$ cat src/design/tfte_pkg.sv
`default_nettype none
package tfte_pkg;

   localparam int STORE_DEPTH        = 4096;
   localparam int STORE_AW           = $clog2(STORE_DEPTH);
   localparam int MAX_COMMAND_BYTES  = 4096;
   localparam int MAX_RESPONSE_BYTES = 4096;
   localparam int HEADER_BYTES       = 10;
   localparam int RSP_SLOTS          = 3;

   localparam logic [1:0] CMD_LOAD  = 2'd0;
   localparam logic [1:0] CMD_START = 2'd1;
   localparam logic [1:0] CMD_READ  = 2'd2;
   localparam logic [1:0] CMD_TICK  = 2'd3;

   localparam logic [1:0] CSR_ENABLED       = 2'd0;
   localparam logic [1:0] CSR_SHORT_TIMEOUT = 2'd1;
   localparam logic [1:0] CSR_LONG_TIMEOUT  = 2'd2;

   localparam logic [11:0] REG_ACCESS = 12'h000;
   localparam logic [11:0] REG_STS    = 12'h018;
   localparam logic [11:0] REG_FIFO   = 12'h024;

   localparam logic [7:0] ACC_REQUEST = 8'h02;
   localparam logic [7:0] ACC_HELD    = 8'hA0;
   localparam logic [7:0] STS_GO      = 8'h20;
   localparam logic [7:0] STS_READY   = 8'h40;
   localparam logic [7:0] STS_VALID   = 8'h80;
   localparam logic [7:0] STS_EXPECT  = 8'h08;
   localparam logic [7:0] STS_AVAIL   = 8'h10;

   localparam logic [3:0] ST_OK        = 4'd0;
   localparam logic [3:0] ST_BAD_STATE = 4'd1;
   localparam logic [3:0] ST_BAD_ARG   = 4'd2;
   localparam logic [3:0] ST_TOO_SMALL = 4'd3;
   localparam logic [3:0] ST_BUSY      = 4'd4;
   localparam logic [3:0] ST_NOT_READY = 4'd5;
   localparam logic [3:0] ST_IO        = 4'd6;
   localparam logic [3:0] ST_TIMEOUT   = 4'd7;
   localparam logic [3:0] ST_CORRUPT   = 4'd8;
   localparam logic [3:0] ST_TRUNCATED = 4'd9;

   typedef struct packed {
      logic        bus_request;
      logic        bus_write;
      logic [11:0] bus_offset;
      logic        bus_dword;
      logic [7:0]  bus_wdata;
      logic        resp_valid;
      logic [7:0]  resp_byte;
      logic        done_res;
      logic [3:0]  status;
      logic [12:0] resp_length;
      logic        last;
   } rsp_type;

   function automatic rsp_type f_bus_rd(logic [11:0] off, logic dw);
      rsp_type r;
      r = '0;
      r.bus_request = 1'b1;
      r.bus_offset = off;
      r.bus_dword = dw;
      return r;
   endfunction

   function automatic rsp_type f_bus_wr(logic [11:0] off, logic [7:0] val);
      rsp_type r;
      r = '0;
      r.bus_request = 1'b1;
      r.bus_write = 1'b1;
      r.bus_offset = off;
      r.bus_wdata = val;
      return r;
   endfunction

   function automatic rsp_type f_byte(logic [7:0] b);
      rsp_type r;
      r = '0;
      r.resp_valid = 1'b1;
      r.resp_byte = b;
      return r;
   endfunction

   function automatic rsp_type f_done(logic [3:0] st, logic [12:0] len);
      rsp_type r;
      r = '0;
      r.done_res = 1'b1;
      r.status = st;
      r.resp_length = len;
      return r;
   endfunction

endpackage
`default_nettype wire

$ cat src/design/tfte_engine.sv
`default_nettype none
module tfte_engine (
   input  wire logic                          clock,
   input  wire logic                          reset,
   input  wire logic                          accept,
   input  wire logic [1:0]                    cmd,
   input  wire logic [15:0]                   command_length,
   input  wire logic [15:0]                   response_capacity,
   input  wire logic [31:0]                   read_data,
   input  wire logic                          csr_we,
   input  wire logic [1:0]                    csr_index,
   input  wire logic [31:0]                   csr_wdata,
   input  wire logic [7:0]                    store_data,
   output logic      [tfte_pkg::STORE_AW-1:0] store_addr,
   output tfte_pkg::rsp_type                  res [tfte_pkg::RSP_SLOTS],
   output logic      [1:0]                    res_cnt
);

   typedef enum logic [3:0] {
      PH_IDLE, PH_LOC_CHECK, PH_LOC_WAIT, PH_RDY_CHECK, PH_RDY_WAIT, PH_BURST,
      PH_WRITE, PH_EXP1_WAIT, PH_EXP1_CHECK, PH_EXP2_WAIT, PH_EXP2_CHECK,
      PH_RESP_WAIT, PH_RBURST, PH_RDATA
   } phase_type;

   phase_type   phase_ff, phase_in;
   logic        enabled_ff;
   logic [31:0] short_timeout_ff, long_timeout_ff;
   logic        ready_attempt_ff, ready_attempt_in;
   logic [12:0] bytes_done_ff, bytes_done_in;
   logic [15:0] burst_left_ff, burst_left_in;
   logic [31:0] wait_ticks_ff, wait_ticks_in;
   logic [31:0] claimed_size_ff, claimed_size_in;
   logic [12:0] total_length_ff, total_length_in;
   logic [15:0] capacity_held_ff, capacity_held_in;

   tfte_pkg::rsp_type r_v [tfte_pkg::RSP_SLOTS];
   logic [1:0]  n_v;
   logic [7:0]  flags;
   logic [15:0] burst;
   logic        short_out, long_out;
   logic        do_emit;
   logic [12:0] bd_v;
   logic [15:0] bl_v;
   logic [31:0] rem_v;
   logic [31:0] cs_v;

   assign flags = read_data[7:0];
   assign burst = read_data[23:8];
   assign short_out = wait_ticks_ff > short_timeout_ff;
   assign long_out = wait_ticks_ff > long_timeout_ff;

   always_comb begin
      phase_in = phase_ff;
      ready_attempt_in = ready_attempt_ff;
      bytes_done_in = bytes_done_ff;
      burst_left_in = burst_left_ff;
      wait_ticks_in = wait_ticks_ff;
      claimed_size_in = claimed_size_ff;
      total_length_in = total_length_ff;
      capacity_held_in = capacity_held_ff;
      n_v = 2'd0;
      for (int i = 0; i < tfte_pkg::RSP_SLOTS; i++) begin
         r_v[i] = '0;
      end
      do_emit = 1'b0;
      bd_v = '0;
      bl_v = '0;
      rem_v = '0;
      cs_v = '0;
      if (accept) begin
         case (cmd)
            tfte_pkg::CMD_START: begin
               if (phase_ff == PH_IDLE) begin
                  if (!enabled_ff) begin
                     r_v[n_v] = tfte_pkg::f_done(tfte_pkg::ST_BAD_STATE, 13'd0);
                     n_v = n_v + 2'd1;
                  end else if ((32'(command_length) < 32'(tfte_pkg::HEADER_BYTES)) ||
                               (32'(command_length) > 32'(tfte_pkg::MAX_COMMAND_BYTES))) begin
                     r_v[n_v] = tfte_pkg::f_done(tfte_pkg::ST_BAD_ARG, 13'd0);
                     n_v = n_v + 2'd1;
                  end else if (32'(response_capacity) < 32'(tfte_pkg::HEADER_BYTES)) begin
                     r_v[n_v] = tfte_pkg::f_done(tfte_pkg::ST_TOO_SMALL, 13'd0);
                     n_v = n_v + 2'd1;
                  end else begin
                     total_length_in = command_length[12:0];
                     capacity_held_in = response_capacity;
                     ready_attempt_in = 1'b0;
                     bytes_done_in = '0;
                     burst_left_in = '0;
                     claimed_size_in = '0;
                     wait_ticks_in = '0;
                     phase_in = PH_LOC_CHECK;
                     r_v[n_v] = tfte_pkg::f_bus_rd(tfte_pkg::REG_ACCESS, 1'b0);
                     n_v = n_v + 2'd1;
                  end
               end
            end
            tfte_pkg::CMD_READ: begin
               case (phase_ff)
                  PH_LOC_CHECK, PH_LOC_WAIT: begin
                     if ((flags & tfte_pkg::ACC_HELD) == tfte_pkg::ACC_HELD) begin
                        phase_in = PH_RDY_CHECK;
                        r_v[n_v] = tfte_pkg::f_bus_rd(tfte_pkg::REG_STS, 1'b1);
                        n_v = n_v + 2'd1;
                     end else if (phase_ff == PH_LOC_CHECK) begin
                        r_v[n_v] = tfte_pkg::f_bus_wr(tfte_pkg::REG_ACCESS,
                                                      tfte_pkg::ACC_REQUEST);
                        n_v = n_v + 2'd1;
                        wait_ticks_in = '0;
                        phase_in = PH_LOC_WAIT;
                        r_v[n_v] = tfte_pkg::f_bus_rd(tfte_pkg::REG_ACCESS, 1'b0);
                        n_v = n_v + 2'd1;
                     end else if (short_out) begin
                        phase_in = PH_IDLE;
                        r_v[n_v] = tfte_pkg::f_done(tfte_pkg::ST_BUSY, 13'd0);
                        n_v = n_v + 2'd1;
                     end else begin
                        r_v[n_v] = tfte_pkg::f_bus_rd(tfte_pkg::REG_ACCESS, 1'b0);
                        n_v = n_v + 2'd1;
                     end
                  end
                  PH_RDY_CHECK, PH_RDY_WAIT: begin
                     if ((flags & tfte_pkg::STS_READY) != 8'd0) begin
                        bytes_done_in = '0;
                        wait_ticks_in = '0;
                        phase_in = PH_BURST;
                        r_v[n_v] = tfte_pkg::f_bus_rd(tfte_pkg::REG_STS, 1'b1);
                        n_v = n_v + 2'd1;
                     end else if (phase_ff == PH_RDY_CHECK) begin
                        r_v[n_v] = tfte_pkg::f_bus_wr(tfte_pkg::REG_STS, tfte_pkg::STS_READY);
                        n_v = n_v + 2'd1;
                        wait_ticks_in = '0;
                        phase_in = PH_RDY_WAIT;
                        r_v[n_v] = tfte_pkg::f_bus_rd(tfte_pkg::REG_STS, 1'b1);
                        n_v = n_v + 2'd1;
                     end else if (short_out) begin
                        if (!ready_attempt_ff) begin
                           ready_attempt_in = 1'b1;
                           phase_in = PH_RDY_CHECK;
                           r_v[n_v] = tfte_pkg::f_bus_rd(tfte_pkg::REG_STS, 1'b1);
                           n_v = n_v + 2'd1;
                        end else begin
                           r_v[n_v] = tfte_pkg::f_bus_wr(tfte_pkg::REG_STS,
                                                         tfte_pkg::STS_READY);
                           n_v = n_v + 2'd1;
                           phase_in = PH_IDLE;
                           r_v[n_v] = tfte_pkg::f_done(tfte_pkg::ST_NOT_READY, 13'd0);
                           n_v = n_v + 2'd1;
                        end
                     end else begin
                        r_v[n_v] = tfte_pkg::f_bus_rd(tfte_pkg::REG_STS, 1'b1);
                        n_v = n_v + 2'd1;
                     end
                  end
                  PH_BURST: begin
                     if (burst != 16'd0) begin
                        rem_v = 32'(total_length_ff - 13'd1 - bytes_done_ff);
                        burst_left_in = (32'(burst) < rem_v) ? burst : rem_v[15:0];
                        do_emit = 1'b1;
                     end else if (short_out) begin
                        r_v[n_v] = tfte_pkg::f_bus_wr(tfte_pkg::REG_STS, tfte_pkg::STS_READY);
                        n_v = n_v + 2'd1;
                        phase_in = PH_IDLE;
                        r_v[n_v] = tfte_pkg::f_done(tfte_pkg::ST_IO, 13'd0);
                        n_v = n_v + 2'd1;
                     end else begin
                        r_v[n_v] = tfte_pkg::f_bus_rd(tfte_pkg::REG_STS, 1'b1);
                        n_v = n_v + 2'd1;
                     end
                  end
                  PH_EXP1_WAIT, PH_EXP2_WAIT: begin
                     if ((flags & tfte_pkg::STS_VALID) != 8'd0) begin
                        phase_in = (phase_ff == PH_EXP1_WAIT) ? PH_EXP1_CHECK : PH_EXP2_CHECK;
                        r_v[n_v] = tfte_pkg::f_bus_rd(tfte_pkg::REG_STS, 1'b1);
                        n_v = n_v + 2'd1;
                     end else if (short_out) begin
                        r_v[n_v] = tfte_pkg::f_bus_wr(tfte_pkg::REG_STS, tfte_pkg::STS_READY);
                        n_v = n_v + 2'd1;
                        phase_in = PH_IDLE;
                        r_v[n_v] = tfte_pkg::f_done(tfte_pkg::ST_TIMEOUT, 13'd0);
                        n_v = n_v + 2'd1;
                     end else begin
                        r_v[n_v] = tfte_pkg::f_bus_rd(tfte_pkg::REG_STS, 1'b1);
                        n_v = n_v + 2'd1;
                     end
                  end
                  PH_EXP1_CHECK, PH_EXP2_CHECK: begin
                     if (((phase_ff == PH_EXP1_CHECK) &&
                          ((flags & tfte_pkg::STS_EXPECT) == 8'd0)) ||
                         ((phase_ff == PH_EXP2_CHECK) &&
                          ((flags & tfte_pkg::STS_EXPECT) != 8'd0))) begin
                        r_v[n_v] = tfte_pkg::f_bus_wr(tfte_pkg::REG_STS, tfte_pkg::STS_READY);
                        n_v = n_v + 2'd1;
                        phase_in = PH_IDLE;
                        r_v[n_v] = tfte_pkg::f_done(tfte_pkg::ST_IO, 13'd0);
                        n_v = n_v + 2'd1;
                     end else begin
                        if (phase_ff == PH_EXP1_CHECK) begin
                           // last command byte, bytes_done sits at length - 1
                           r_v[n_v] = tfte_pkg::f_bus_wr(tfte_pkg::REG_FIFO, store_data);
                           phase_in = PH_EXP2_WAIT;
                        end else begin
                           r_v[n_v] = tfte_pkg::f_bus_wr(tfte_pkg::REG_STS, tfte_pkg::STS_GO);
                           phase_in = PH_RESP_WAIT;
                        end
                        n_v = n_v + 2'd1;
                        wait_ticks_in = '0;
                        r_v[n_v] = tfte_pkg::f_bus_rd(tfte_pkg::REG_STS, 1'b1);
                        n_v = n_v + 2'd1;
                     end
                  end
                  PH_RESP_WAIT: begin
                     if ((flags & (tfte_pkg::STS_VALID | tfte_pkg::STS_AVAIL)) ==
                         (tfte_pkg::STS_VALID | tfte_pkg::STS_AVAIL)) begin
                        bytes_done_in = '0;
                        claimed_size_in = '0;
                        wait_ticks_in = '0;
                        phase_in = PH_RBURST;
                        r_v[n_v] = tfte_pkg::f_bus_rd(tfte_pkg::REG_STS, 1'b1);
                        n_v = n_v + 2'd1;
                     end else if (long_out) begin
                        r_v[n_v] = tfte_pkg::f_bus_wr(tfte_pkg::REG_STS, tfte_pkg::STS_READY);
                        n_v = n_v + 2'd1;
                        phase_in = PH_IDLE;
                        r_v[n_v] = tfte_pkg::f_done(tfte_pkg::ST_TIMEOUT, 13'd0);
                        n_v = n_v + 2'd1;
                     end else begin
                        r_v[n_v] = tfte_pkg::f_bus_rd(tfte_pkg::REG_STS, 1'b1);
                        n_v = n_v + 2'd1;
                     end
                  end
                  PH_RBURST: begin
                     if (burst != 16'd0) begin
                        rem_v = ((32'(bytes_done_ff) < 32'(tfte_pkg::HEADER_BYTES)) ?
                                 32'(tfte_pkg::HEADER_BYTES) : claimed_size_ff) -
                                32'(bytes_done_ff);
                        burst_left_in = (32'(burst) < rem_v) ? burst : rem_v[15:0];
                        phase_in = PH_RDATA;
                        r_v[n_v] = tfte_pkg::f_bus_rd(tfte_pkg::REG_FIFO, 1'b0);
                        n_v = n_v + 2'd1;
                     end else if (short_out) begin
                        r_v[n_v] = tfte_pkg::f_bus_wr(tfte_pkg::REG_STS, tfte_pkg::STS_READY);
                        n_v = n_v + 2'd1;
                        phase_in = PH_IDLE;
                        r_v[n_v] = tfte_pkg::f_done(tfte_pkg::ST_IO, 13'd0);
                        n_v = n_v + 2'd1;
                     end else begin
                        r_v[n_v] = tfte_pkg::f_bus_rd(tfte_pkg::REG_STS, 1'b1);
                        n_v = n_v + 2'd1;
                     end
                  end
                  PH_RDATA: begin
                     r_v[n_v] = tfte_pkg::f_byte(flags);
                     n_v = n_v + 2'd1;
                     cs_v = claimed_size_ff;
                     if ((bytes_done_ff >= 13'd2) && (bytes_done_ff <= 13'd5)) begin
                        cs_v = {claimed_size_ff[23:0], flags};
                     end
                     claimed_size_in = cs_v;
                     bd_v = bytes_done_ff + 13'd1;
                     bytes_done_in = bd_v;
                     bl_v = (burst_left_ff != 16'd0) ? (burst_left_ff - 16'd1) : burst_left_ff;
                     burst_left_in = bl_v;
                     if (32'(bd_v) == 32'(tfte_pkg::HEADER_BYTES)) begin
                        if ((cs_v < 32'(tfte_pkg::HEADER_BYTES)) ||
                            (cs_v > 32'(tfte_pkg::MAX_RESPONSE_BYTES))) begin
                           r_v[n_v] = tfte_pkg::f_bus_wr(tfte_pkg::REG_STS,
                                                         tfte_pkg::STS_READY);
                           n_v = n_v + 2'd1;
                           phase_in = PH_IDLE;
                           r_v[n_v] = tfte_pkg::f_done(tfte_pkg::ST_CORRUPT, 13'd0);
                           n_v = n_v + 2'd1;
                        end else if (cs_v > 32'(capacity_held_ff)) begin
                           r_v[n_v] = tfte_pkg::f_bus_wr(tfte_pkg::REG_STS,
                                                         tfte_pkg::STS_READY);
                           n_v = n_v + 2'd1;
                           phase_in = PH_IDLE;
                           r_v[n_v] = tfte_pkg::f_done(tfte_pkg::ST_TRUNCATED, 13'd0);
                           n_v = n_v + 2'd1;
                        end else if (cs_v == 32'(tfte_pkg::HEADER_BYTES)) begin
                           r_v[n_v] = tfte_pkg::f_bus_wr(tfte_pkg::REG_STS,
                                                         tfte_pkg::STS_READY);
                           n_v = n_v + 2'd1;
                           phase_in = PH_IDLE;
                           r_v[n_v] = tfte_pkg::f_done(tfte_pkg::ST_OK, cs_v[12:0]);
                           n_v = n_v + 2'd1;
                        end else begin
                           wait_ticks_in = '0;
                           phase_in = PH_RBURST;
                           r_v[n_v] = tfte_pkg::f_bus_rd(tfte_pkg::REG_STS, 1'b1);
                           n_v = n_v + 2'd1;
                        end
                     end else if ((32'(bd_v) > 32'(tfte_pkg::HEADER_BYTES)) &&
                                  (32'(bd_v) >= cs_v)) begin
                        r_v[n_v] = tfte_pkg::f_bus_wr(tfte_pkg::REG_STS, tfte_pkg::STS_READY);
                        n_v = n_v + 2'd1;
                        phase_in = PH_IDLE;
                        r_v[n_v] = tfte_pkg::f_done(tfte_pkg::ST_OK, cs_v[12:0]);
                        n_v = n_v + 2'd1;
                     end else if (bl_v == 16'd0) begin
                        wait_ticks_in = '0;
                        phase_in = PH_RBURST;
                        r_v[n_v] = tfte_pkg::f_bus_rd(tfte_pkg::REG_STS, 1'b1);
                        n_v = n_v + 2'd1;
                     end else begin
                        r_v[n_v] = tfte_pkg::f_bus_rd(tfte_pkg::REG_FIFO, 1'b0);
                        n_v = n_v + 2'd1;
                     end
                  end
                  default: begin
                  end
               endcase
            end
            tfte_pkg::CMD_TICK: begin
               if (phase_ff == PH_WRITE) begin
                  do_emit = 1'b1;
               end else if ((phase_ff != PH_IDLE) && (wait_ticks_ff != 32'hFFFF_FFFF)) begin
                  wait_ticks_in = wait_ticks_ff + 32'd1;
               end
            end
            default: begin
            end
         endcase

         // one command byte to the fifo
         if (do_emit) begin
            r_v[n_v] = tfte_pkg::f_bus_wr(tfte_pkg::REG_FIFO, store_data);
            n_v = n_v + 2'd1;
            bd_v = bytes_done_ff + 13'd1;
            bytes_done_in = bd_v;
            bl_v = (burst_left_in != 16'd0) ? (burst_left_in - 16'd1) : burst_left_in;
            burst_left_in = bl_v;
            phase_in = PH_WRITE;
            if (bl_v == 16'd0) begin
               wait_ticks_in = '0;
               phase_in = ((bd_v + 13'd1) < total_length_ff) ? PH_BURST : PH_EXP1_WAIT;
               r_v[n_v] = tfte_pkg::f_bus_rd(tfte_pkg::REG_STS, 1'b1);
               n_v = n_v + 2'd1;
            end
         end
      end
      if (n_v != 2'd0) begin
         r_v[n_v - 2'd1].last = 1'b1;
      end
   end

   always_ff @(posedge clock) begin
      if (reset) begin
         phase_ff <= PH_IDLE;
         enabled_ff <= 1'b0;
         short_timeout_ff <= 32'd1000000;
         long_timeout_ff <= 32'd5000000;
         ready_attempt_ff <= 1'b0;
         bytes_done_ff <= '0;
         burst_left_ff <= '0;
         wait_ticks_ff <= '0;
         claimed_size_ff <= '0;
         total_length_ff <= '0;
         capacity_held_ff <= '0;
      end else begin
         phase_ff <= phase_in;
         ready_attempt_ff <= ready_attempt_in;
         bytes_done_ff <= bytes_done_in;
         burst_left_ff <= burst_left_in;
         wait_ticks_ff <= wait_ticks_in;
         claimed_size_ff <= claimed_size_in;
         total_length_ff <= total_length_in;
         capacity_held_ff <= capacity_held_in;
         if (csr_we) begin
            case (csr_index)
               tfte_pkg::CSR_ENABLED:       enabled_ff <= csr_wdata[0];
               tfte_pkg::CSR_SHORT_TIMEOUT: short_timeout_ff <= csr_wdata;
               tfte_pkg::CSR_LONG_TIMEOUT:  long_timeout_ff <= csr_wdata;
               default: begin
               end
            endcase
         end
      end
   end

   // fetch the byte at the next write position
   assign store_addr = bytes_done_in[tfte_pkg::STORE_AW-1:0];
   assign res = r_v;
   assign res_cnt = n_v;

endmodule
`default_nettype wire

$ cat config.mk
export PLATFORM = sky130hd
export DESIGN_NAME = tfte_engine
export DESIGN_NICKNAME = d
export VERILOG_FILES = /design/src/design/tfte_pkg.sv /design/src/design/tfte_engine.sv
export SDC_FILE = /design/constraint.sdc
export NUM_CORES = 1
export LEC_CHECK = 0
export ABC_AREA = 1
export BUFFER_PORTS_ARGS = -buffer_cell sky130_fd_sc_hd__buf_2
export CAP_MARGIN = 5
export CORE_UTILIZATION = 54
export CTS_BUF_LIST = sky130_fd_sc_hd__clkbuf_16
export CTS_CLUSTER_DIAMETER = 50
export DETAILED_ROUTE_END_ITERATION = 6
export PLACE_DENSITY_LB_ADDON = 0.25
export SLEW_MARGIN = 20
export SYNTH_ARGS = -nofsm -noshare
export SYNTH_HDL_FRONTEND = slang
export SYNTH_SLANG_ARGS = --single-unit
$ cat constraint.sdc
create_clock -name clock -period 10.19 [get_ports clock]
set_input_delay 2.038 -clock clock [delete_from_list [all_inputs] [get_ports clock]]
set_output_delay 2.038 -clock clock [all_outputs]
set_load 0.005 [all_outputs]
; ---- Word level (Yosys, flattened, before mapping)
; Cells that the tools add are included.
[op_classes]
n_bitwise = 8
n_addsub = 11
reduce_logical = 35
n_lt_le_gt_ge = 22
eq_ne = 45
n_mux = 182
[ops]
columns = op, n
row1 = $mux 51, 21
row2 = $mux 32, 30
row3 = $pmux 102 s8, 1
row4 = $mux 153, 4
row5 = $mux 102, 5
row6 = $bwmux 153, 2
row7 = $demux 51 s2, 3
row8 = $mux 50, 5
row9 = $mux 101, 2
row10 = $mux 16, 12
row11 = $pmux 32 s5, 1
row12 = $mux 19, 8
row13 = $and 141x141->141, 1
row14 = $not 141->141, 1
row15 = $pmux 32 s2, 2
row16 = $pmux 51 s2, 1
row17 = $pmux 32 s3, 1
row18 = $mux 94, 1
row19 = $mux 4, 23
row20 = $mux 13, 7
row21 = $mux 43, 2
row22 = $gt 32x32->1, 2
row23 = $lt 16x32->1, 2
row24 = $pmux 16 s3, 1
row25 = other kinds (70), 165
[totals]
in_bits = 112
regBits = 192
elab_cells = 315
output_inout_bits = 167

; ---- Longest topological paths before layout
; Gate-level depths: netlist of the first run.
[depth]
ltp_word = 27
depth_mapped = 52
ltp_nobuf = 49

; ---- Worst setup path after synthesis of the first run
; Ideal clock, no wire load.
[synth_timing]
kind = register to output
start = register bytes_done_ff[1]
end = output port res[144] in the netlist's numbering
arrival_ns = 6.019
required_ns = 8.152
path_slack_ns = 2.133
stages_incl_launch_ff = 51
n_path_buf = 5
cell_sequence = dfxtp_1 -> nor2_1 -> nor2_1 -> nor2_1 -> nand2_1 -> buf_6 -> inv_2 -> buf_2 -> buf_1 -> nor2_1 -> ha_1 -> nand2_1 -> nand2_1 -> nor2_1 -> inv_1 -> nand2_1 -> nand3_1 -> nand3_1 -> [15 not listed] -> nand2_1 -> nand2_1 -> nand2_1 -> o21ai_2 -> inv_2 -> ha_1 -> inv_1 -> nor2_1 -> nand4_1 -> nand2_1 -> nand2_1 -> nor2_4 -> nand2_1 -> nor2_4 -> nand3_4 -> nand2_1 -> a21oi_1 -> buf_4
[synth_rtl]
columns = item, line
row1 = start: declaration, tfte_engine.sv:29  ; logic [12:0] bytes_done_ff, bytes_done_in;
row2 = start signal: assignment, tfte_engine.sv:363  ; bytes_done_ff <= bytes_done_in;
row3 = end: declaration, tfte_engine.sv:15  ; output tfte_pkg::rsp_type res [tfte_pkg::RSP_SLOTS],

==> results of run 1 <==
-- through the flow --
stage	utilization (%)	cells	hold WS, ns	power, mW	instance area, um^2
CTS	58.8	4144	0.465	2.40	22800
finish	59.0	4153	0.464	2.42	22900
floorplan	-	3598	0.435	1.51	21600
global route	59.0	4153	0.487	2.57	22900
global placement	57.4	4112	0.449	1.73	22300
detailed placement	57.4	4112	0.453	1.73	22300
-- synth_stat cells (3+ instances only) --
| cell type | count |
|---|---|
| nand2_1 | 640 |
| inv_1 | 550 |
| nor2_1 | 359 |
| a21oi_1 | 304 |
| o21ai_0 | 282 |
| nand3_1 | 223 |
| dfxtp_1 | 192 |
| ha_1 | 180 |
| clkbuf_1 | 122 |
| o211ai_1 | 89 |
| buf_4 | 85 |
| nor3_1 | 74 |
| xor2_1 | 58 |
| nand4_1 | 53 |
| a211oi_1 | 37 |
| nor4_1 | 28 |
| a22oi_1 | 20 |
| a41oi_1 | 20 |
| xnor2_1 | 17 |
| a31oi_1 | 13 |
| nor2_4 | 13 |
| a221oi_1 | 11 |
| and2_1 | 11 |
| inv_2 | 11 |
| buf_1 | 9 |
| nand2_2 | 9 |
| nor2_2 | 9 |
| nand3b_1 | 8 |
| buf_2 | 7 |
| o21ai_1 | 7 |
| a21o_1 | 6 |
| o2111ai_1 | 6 |
| o221ai_1 | 6 |
| o31ai_1 | 6 |
| o21a_1 | 5 |
| or2_2 | 5 |
| buf_6 | 4 |
| nand3_2 | 4 |
| o21ai_2 | 4 |
| o21bai_1 | 4 |
| a2111oi_0 | 3 |
| clkinv_1 | 3 |
| or4_1 | 3 |
-- per-layer routing --
layer	track usage, %	vias up
met5	0	-
met4	18.1	0
met3	4.20	156
met2	55.1	872
met1	42.2	10700
li1	-	11800
-- how the worst max path moves through the flow --
stage	start	endpoint	slack [ns]	depth (start not counted)
CTS	total_length_ff[0]	res[5]	0.37	41
floorplan	bytes_done_ff[1]	res[144]	2.13	50
detailed placement	total_length_ff[0]	res[5]	0.94	41
global route	total_length_ff[0]	res[6]	0.02	44
global placement	total_length_ff[0]	res[1]	1.01	41
finish	total_length_ff[0]	res[5]	0.72	44
-- power groups by stage --
stage                     sequential (mW)  clock, mW  combinational (mW)
after global routing                0.827      0.703                1.04
final                               0.822      0.672               0.921
after floorplan                     0.822          0               0.689
after CTS                           0.821      0.677               0.901
after detailed placement            0.839          0               0.896
after global placement              0.838          0               0.888
-- registers in the layout, indices dropped and copies added, names as in the netlist --
| name | flops |
|---|---|
| burst_left_ff | 16 |
| bytes_done_ff | 13 |
| capacity_held_ff | 16 |
| claimed_size_ff | 32 |
| enabled_ff | 1 |
| long_timeout_ff | 32 |
| phase_ff | 4 |
| ready_attempt_ff | 1 |
| short_timeout_ff | 32 |
| total_length_ff | 13 |
| wait_ticks_ff | 32 |
-- worst reg2reg max path, delay by kind of cell, from the launching register on --
family / cells / cell delay (ns)
simple gates: 25 / 3.18
compound gates: 6 / 1.16
fa+ha+maj: 3 / 1.00
buf+inv: 7 / 0.81
flops: 1 / 0.36
xor+xnor: 1 / 0.26
-- timing repair --
action	in CTS	in global routing
resized for setup	0	10
endpoints found under the setup margin	0	73
setup buffers	0	4
endpoints found under the hold margin	0	0
-- layout make-up --
cell class                 instances  area share [%]
timing repair buffer             227            5.28
tap                              518            2.83
clock buffer                      17            1.86
inverter                         564            9.25
sequential                       192            16.8
clock inverter                    15           0.579
multi-input combinational       2615            63.4
antenna                            5          0.0546
-- kinds of logic (layout without fill, tap and decap cells) --
group                      after synthesis  in the layout
and+or+nand+nor                       1447           1447
AOI/OAI and AO/OA                      839            839
buffers and inverters                  791            823
DFF                                    192            192
adders and majority gates              182            182
xor gates and xnor gates                75             75
other                                    1             77
==> impl_metrics.env, run 1 <==
export IMPL_path_clk_slew_ns=0.09
export IMPL_worst_pin_slew_ns=1.15
export IMPL_crit_required_ns=8.15
export IMPL_netlist_instances=3527
export IMPL_routed_top_layer="met4"
export IMPL_syn2layout_area_growth_pct=7.30
export IMPL_yosys_area_top_type_share_pct=18.0
export IMPL_synth_top_area_cell="dfxtp_1"
export IMPL_synthAdderAreaFrac_pct=10.7
export IMPL_vias=23500
export IMPL_drc=0
export IMPL_htree_levels=4
export IMPL_slowest_stage="dfxtp_1"
export IMPL_rrSetupSlack_ns=3.28
export IMPL_ys_seq_area_share_pct=18.0
export IMPL_drt_total_wl_mm=69.3
export IMPL_synth_mux_area_share_pct=0
export IMPL_yosysWarnings=0
export IMPL_drt_first_pass_iters=6
export IMPL_layout_nets=3911
export IMPL_p_seq_share_pct=34.0
export IMPL_fmax_ghz=0.106
export IMPL_die_area_mm2=0.0403
export IMPL_hp_class="reg2reg"
export IMPL_grt_pass1_wl_mm=109
export IMPL_r2r_start="total_length_ff[0]"
export IMPL_grt_start_max_net_pins=84
export IMPL_cts_inserted_buffers=17
export IMPL_finalSetupViolCount=0
export IMPL_cts_root_buf="clkbuf_16"
export IMPL_p_switching_mw=1.01
export IMPL_path_common_cell="nand2_1"
export IMPL_grt_pass1_vias=20700
export IMPL_reg2reg_to="wait_ticks_ff[8]"
export IMPL_die_h_um=201
export IMPL_synth_top_family_by_area="simple AND/OR/NAND/NOR gates"
export IMPL_postRouteAntennaNets=0
export IMPL_synth_area_mm2=0.0213
export IMPL_slew_headroom_pct=23.1
export IMPL_holdCritStartpoint="short_timeout_ff[27]"
export IMPL_post_synth_cell_area_avg_um2=6.05
export IMPL_synth_area_leaders="dfxtp_1, nand2_1, ha_1"
export IMPL_cts_max_path_buffers=2
export IMPL_arrival_ns=7.44
export IMPL_min_to="short_timeout_ff[27]"
export IMPL_pin_count=279
export IMPL_wire_per_inst_um=16.7
export IMPL_layout_commonest_cell="nand2_1"
export IMPL_synth_compound_area_share_pct=23.0
export IMPL_synth_edf_count=0
export IMPL_p_clk_share_pct=27.8
export IMPL_cts_tree="built"
export IMPL_slew_violations=0
export IMPL_crit_family="simple AND/OR/NAND/NOR gates"
export IMPL_grt_setup_unrepaired="false"
export IMPL_fp_dieW_um=201
export IMPL_post_place_ws_ns=0.939
export IMPL_vias_per_cell=5.66
export IMPL_cts_sinks=192
export IMPL_final_cell_mix="nand2_1, inv_1, nor2_1"
export IMPL_met1Wirelength_mm=29.6
export IMPL_core_mm2=0.0388
export IMPL_crit_type="reg2out"
export IMPL_outcome="finished, final reports clean"
export IMPL_initial_core_util_pct=55.0
export IMPL_wl_met3_mm=4.32
export IMPL_multi_input_area_mm2=0.0145
export IMPL_synthSimpleGateAreaFrac_pct=29.6
export IMPL_grt_antenna_before_repair=5
export IMPL_synth_cell_types=63
export IMPL_leakage_nw=11.3
export IMPL_period_share_pct=93.0
export IMPL_place_congestion=1.03
export IMPL_p_per_area_mw_per_mm2=105
export IMPL_port_buffers=198
export IMPL_holdPathStages=2
export IMPL_cp_start_kind="flip-flop"
export IMPL_end_kind="output pin"
export IMPL_critPathMaxStageDelay_ns=0.36
export IMPL_hpwl_mm=53.2
export IMPL_rr_worst_depth=42
export IMPL_track_usage_pct=33.4
export IMPL_drv_cap=0
export IMPL_period_needed_ns=9.47
export IMPL_async_flop_share_pct=0
export IMPL_synth_xor_area_share_pct=3.08
export IMPL_grt_overflow=0
export IMPL_ys_flop_type="dfxtp_1"
export IMPL_comb_power_share_pct=38.1
export IMPL_layout_drive_gt1_share_pct=9.34
export IMPL_fin_tns_setup_ns=0
export IMPL_finClkSkew_ns=0.0204
export IMPL_peakVddDrop_v=0.000119
export IMPL_crit_path_max_fanout=20
export IMPL_p_sw_share_pct=41.8
export IMPL_hold_viol=0
export IMPL_ff_latch_area_mm2=0.00384
export IMPL_worst_slack_ns=0.716
export IMPL_wl_met2_mm=31.9
export IMPL_postCtsHoldBufs=0
export IMPL_num_rows=72
export IMPL_p_int_mw=1.41
export IMPL_clkLatencyLatePin_ns=0.48
export IMPL_fillers=4030
export IMPL_critPathBufInv=7
export IMPL_synth_seq_cells=192
export IMPL_drt_initial_drc_count=2165
Note: power is estimated with default switching activity, not from simulation.
==> inputs of run 2 (changes only) <==
--- a/config.mk
+++ b/config.mk
@@ -8,7 +8,7 @@
 export ABC_AREA = 1
 export BUFFER_PORTS_ARGS = -buffer_cell sky130_fd_sc_hd__buf_2
 export CAP_MARGIN = 5
-export CORE_UTILIZATION = 54
+export CORE_UTILIZATION = 35
 export CTS_BUF_LIST = sky130_fd_sc_hd__clkbuf_16
 export CTS_CLUSTER_DIAMETER = 50
 export DETAILED_ROUTE_END_ITERATION = 6
==> run 2 against run 1 <==
The run now ends with design-rule violations left; utilization down 20 points; via count down 1.0%; global-route usage down 8.8 points; final area up 1.8%; critical path depth up 4; worst hold slack worse by 0.0011 ns.
==> impl_metrics.env, run 2 (synthesis gave the netlist of run 1 again) <==
export IMPL_outcome="complete, but fails checks"
export IMPL_violations="design-rule violations"
export IMPL_peakVddDrop_v=0.000103
export IMPL_p_sw_share_pct=42.0
export IMPL_drt_initial_drc_count=2091
export IMPL_critPathMaxStageDelay_ns=0.33
export IMPL_grt_setup_unrepaired="false"
export IMPL_fillers=6751
export IMPL_grt_pass1_vias=21400
export IMPL_cts_tree="built"
export IMPL_final_cell_mix="nand2_1, inv_1, nor2_1"
export IMPL_finClkSkew_ns=0.0148
export IMPL_htree_levels=4
export IMPL_postRouteAntennaNets=0
export IMPL_drc=2
export IMPL_grt_antenna_before_repair=1
export IMPL_cp_start_kind="flip-flop"
export IMPL_holdCritStartpoint="short_timeout_ff[24]"
export IMPL_layout_nets=3920
export IMPL_holdPathStages=2
export IMPL_fin_cells=4420
export IMPL_drt_total_wl_mm=76.8
export IMPL_arrival_ns=7.43
export IMPL_clkLatencyLatePin_ns=0.51
export IMPL_port_buffers=198
export IMPL_crit_required_ns=8.15
export IMPL_postCtsHoldBufs=0
export IMPL_syn2layout_area_growth_pct=9.28
export IMPL_finalSetupViolCount=0
export IMPL_min_to="short_timeout_ff[24]"
export IMPL_slew_headroom_pct=23.2
export IMPL_crit_path_max_fanout=18
export IMPL_vias=23300
export IMPL_p_switching_mw=1.04
export IMPL_worst_pin_slew_ns=1.15
export IMPL_grt_overflow=0
export IMPL_rrSetupSlack_ns=3.26
export IMPL_p_clk_share_pct=28.3
export IMPL_pin_count=279
export IMPL_place_congestion=0.965
export IMPL_p_int_mw=1.43
export IMPL_p_seq_share_pct=33.3
export IMPL_n_antenna_cell=0
export IMPL_track_usage_pct=24.5
export IMPL_comb_power_share_pct=38.4
export IMPL_slowest_stage="ha_1"
export IMPL_die_h_um=249
export IMPL_layout_drive_gt1_share_pct=9.59
export IMPL_drv_cap=0
export IMPL_fin_tns_setup_ns=0
export IMPL_period_needed_ns=9.47
export IMPL_core_mm2=0.0604
export IMPL_path_clk_slew_ns=0.08
export IMPL_drt_first_pass_iters=7
export IMPL_fp_dieW_um=249
export IMPL_hp_class="reg2reg"
export IMPL_grt_start_max_net_pins=80
export IMPL_leakage_nw=11.4
export IMPL_cts_sinks=192
export IMPL_crit_type="reg2out"
export IMPL_grt_pass1_wl_mm=120
export IMPL_hold_viol=0
export IMPL_placedCellCount=4385
export IMPL_period_share_pct=93.0
export IMPL_slew_violations=0
export IMPL_end_kind="output pin"
export IMPL_path_common_cell="nand2_1"
export IMPL_cts_root_buf="clkbuf_16"
export IMPL_ff_latch_area_mm2=0.00384
export IMPL_reg2reg_to="wait_ticks_ff[8]"
export IMPL_r2r_start="total_length_ff[1]"
export IMPL_cts_max_path_buffers=2
export IMPL_cts_inserted_buffers=17
export IMPL_layout_commonest_cell="nand2_1"
export IMPL_die_area_mm2=0.0620
export IMPL_multi_input_area_mm2=0.0145
export IMPL_fmax_ghz=0.106
export IMPL_num_rows=90
export IMPL_wire_per_inst_um=17.4
export IMPL_rr_worst_depth=46
export IMPL_hpwl_mm=60.1
export IMPL_vias_per_cell=5.26
export IMPL_p_per_area_mw_per_mm2=106
export IMPL_initial_core_util_pct=35.4
run 2: changes by cell type in the layout (fill, tap and decap cells not counted), moves of 2 or more:
| cell | before | now |
|---|---|---|
| buf_4 | 29 | 37 |
| clkinv_1 | 6 | 3 |
| clkinv_2 | 5 | 1 |
| clkinvlp_4 | 0 | 2 |
| diode_2 | 5 | 0 |
| inv_1 | 547 | 549 |
| nor2_2 | 12 | 14 |
run 2: power groups by stage:
| stage | Sequential [mW] | Clock (mW) | Combinational (mW) |
|---|---|---|---|
| 2_1_floorplan | 0.822 | 0 | 0.689 |
| 3_3_place_gp | 0.838 | 0 | 0.928 |
| 3_5_place_dp | 0.839 | 0 | 0.931 |
| 4_1_cts | 0.821 | 0.716 | 0.936 |
| 5_1_grt | 0.827 | 0.742 | 1.07 |
| 6_report | 0.822 | 0.699 | 0.947 |
run 2: routing by layer:
metal	wire [um]	track usage, %
met3	4050	3.38
met1	34400	31.7
met4	2530	9.53
met2	35900	41.1
met5	0	0
run 2: area by class of cell:
class,instances,area share (%)
Clock inverter,14,0.649
Timing Repair Buffer,236,5.53
Multi-Input combinational cell,2615,62.2
Tap cell,782,4.19
Sequential cell,192,16.5
Inverter,564,9.10
Clock buffer,17,1.82
run 2: worst max path at each step:
| stage | to | startpoint | slack (ns) | cells past startpoint |
|---|---|---|---|---|
| final | res[12] | total_length_ff[1] | 0.72 | 48 |
| after global routing | res[11] | bytes_done_ff[9] | 0.01 | 46 |
| after CTS | res[4] | bytes_done_ff[11] | 0.39 | 46 |
| after detailed placement | res[4] | bytes_done_ff[11] | 0.97 | 46 |
| after global placement | res[2] | bytes_done_ff[11] | 1.05 | 46 |
| after floorplan | res[144] | bytes_done_ff[1] | 2.13 | 50 |
run 2: worst max-delay path, delay by kind of cell, from the launching register on:
kind | cells | cell delay (ns)
simple gates | 32 | 4.02
compound gates | 4 | 0.84
buf+inv | 9 | 0.80
fa+ha+maj | 2 | 0.65
flops | 1 | 0.32
xor+xnor | 1 | 0.24
run 2: repair_timing:
| action | in CTS | in global routing |
|---|---|---|
| resized for setup | 0 | 13 |
| setup buffers | 0 | 3 |
| endpoints found under the setup margin | 0 | 67 |
run 2: per-stage QoR:
step           area (um^2)  utilization (%)  setup slack [ns]  power (mW)  hold slack (ns)
2_1_floorplan        21600                -              2.13        1.51            0.435
3_3_place_gp         22700             37.6              1.05        1.77            0.451
3_5_place_dp         22700             37.6             0.970        1.77            0.454
4_1_cts              23200             38.5             0.390        2.47            0.467
5_1_grt              23300             38.7            0.0111        2.64            0.483
6_report             23300             38.7             0.718        2.47            0.463
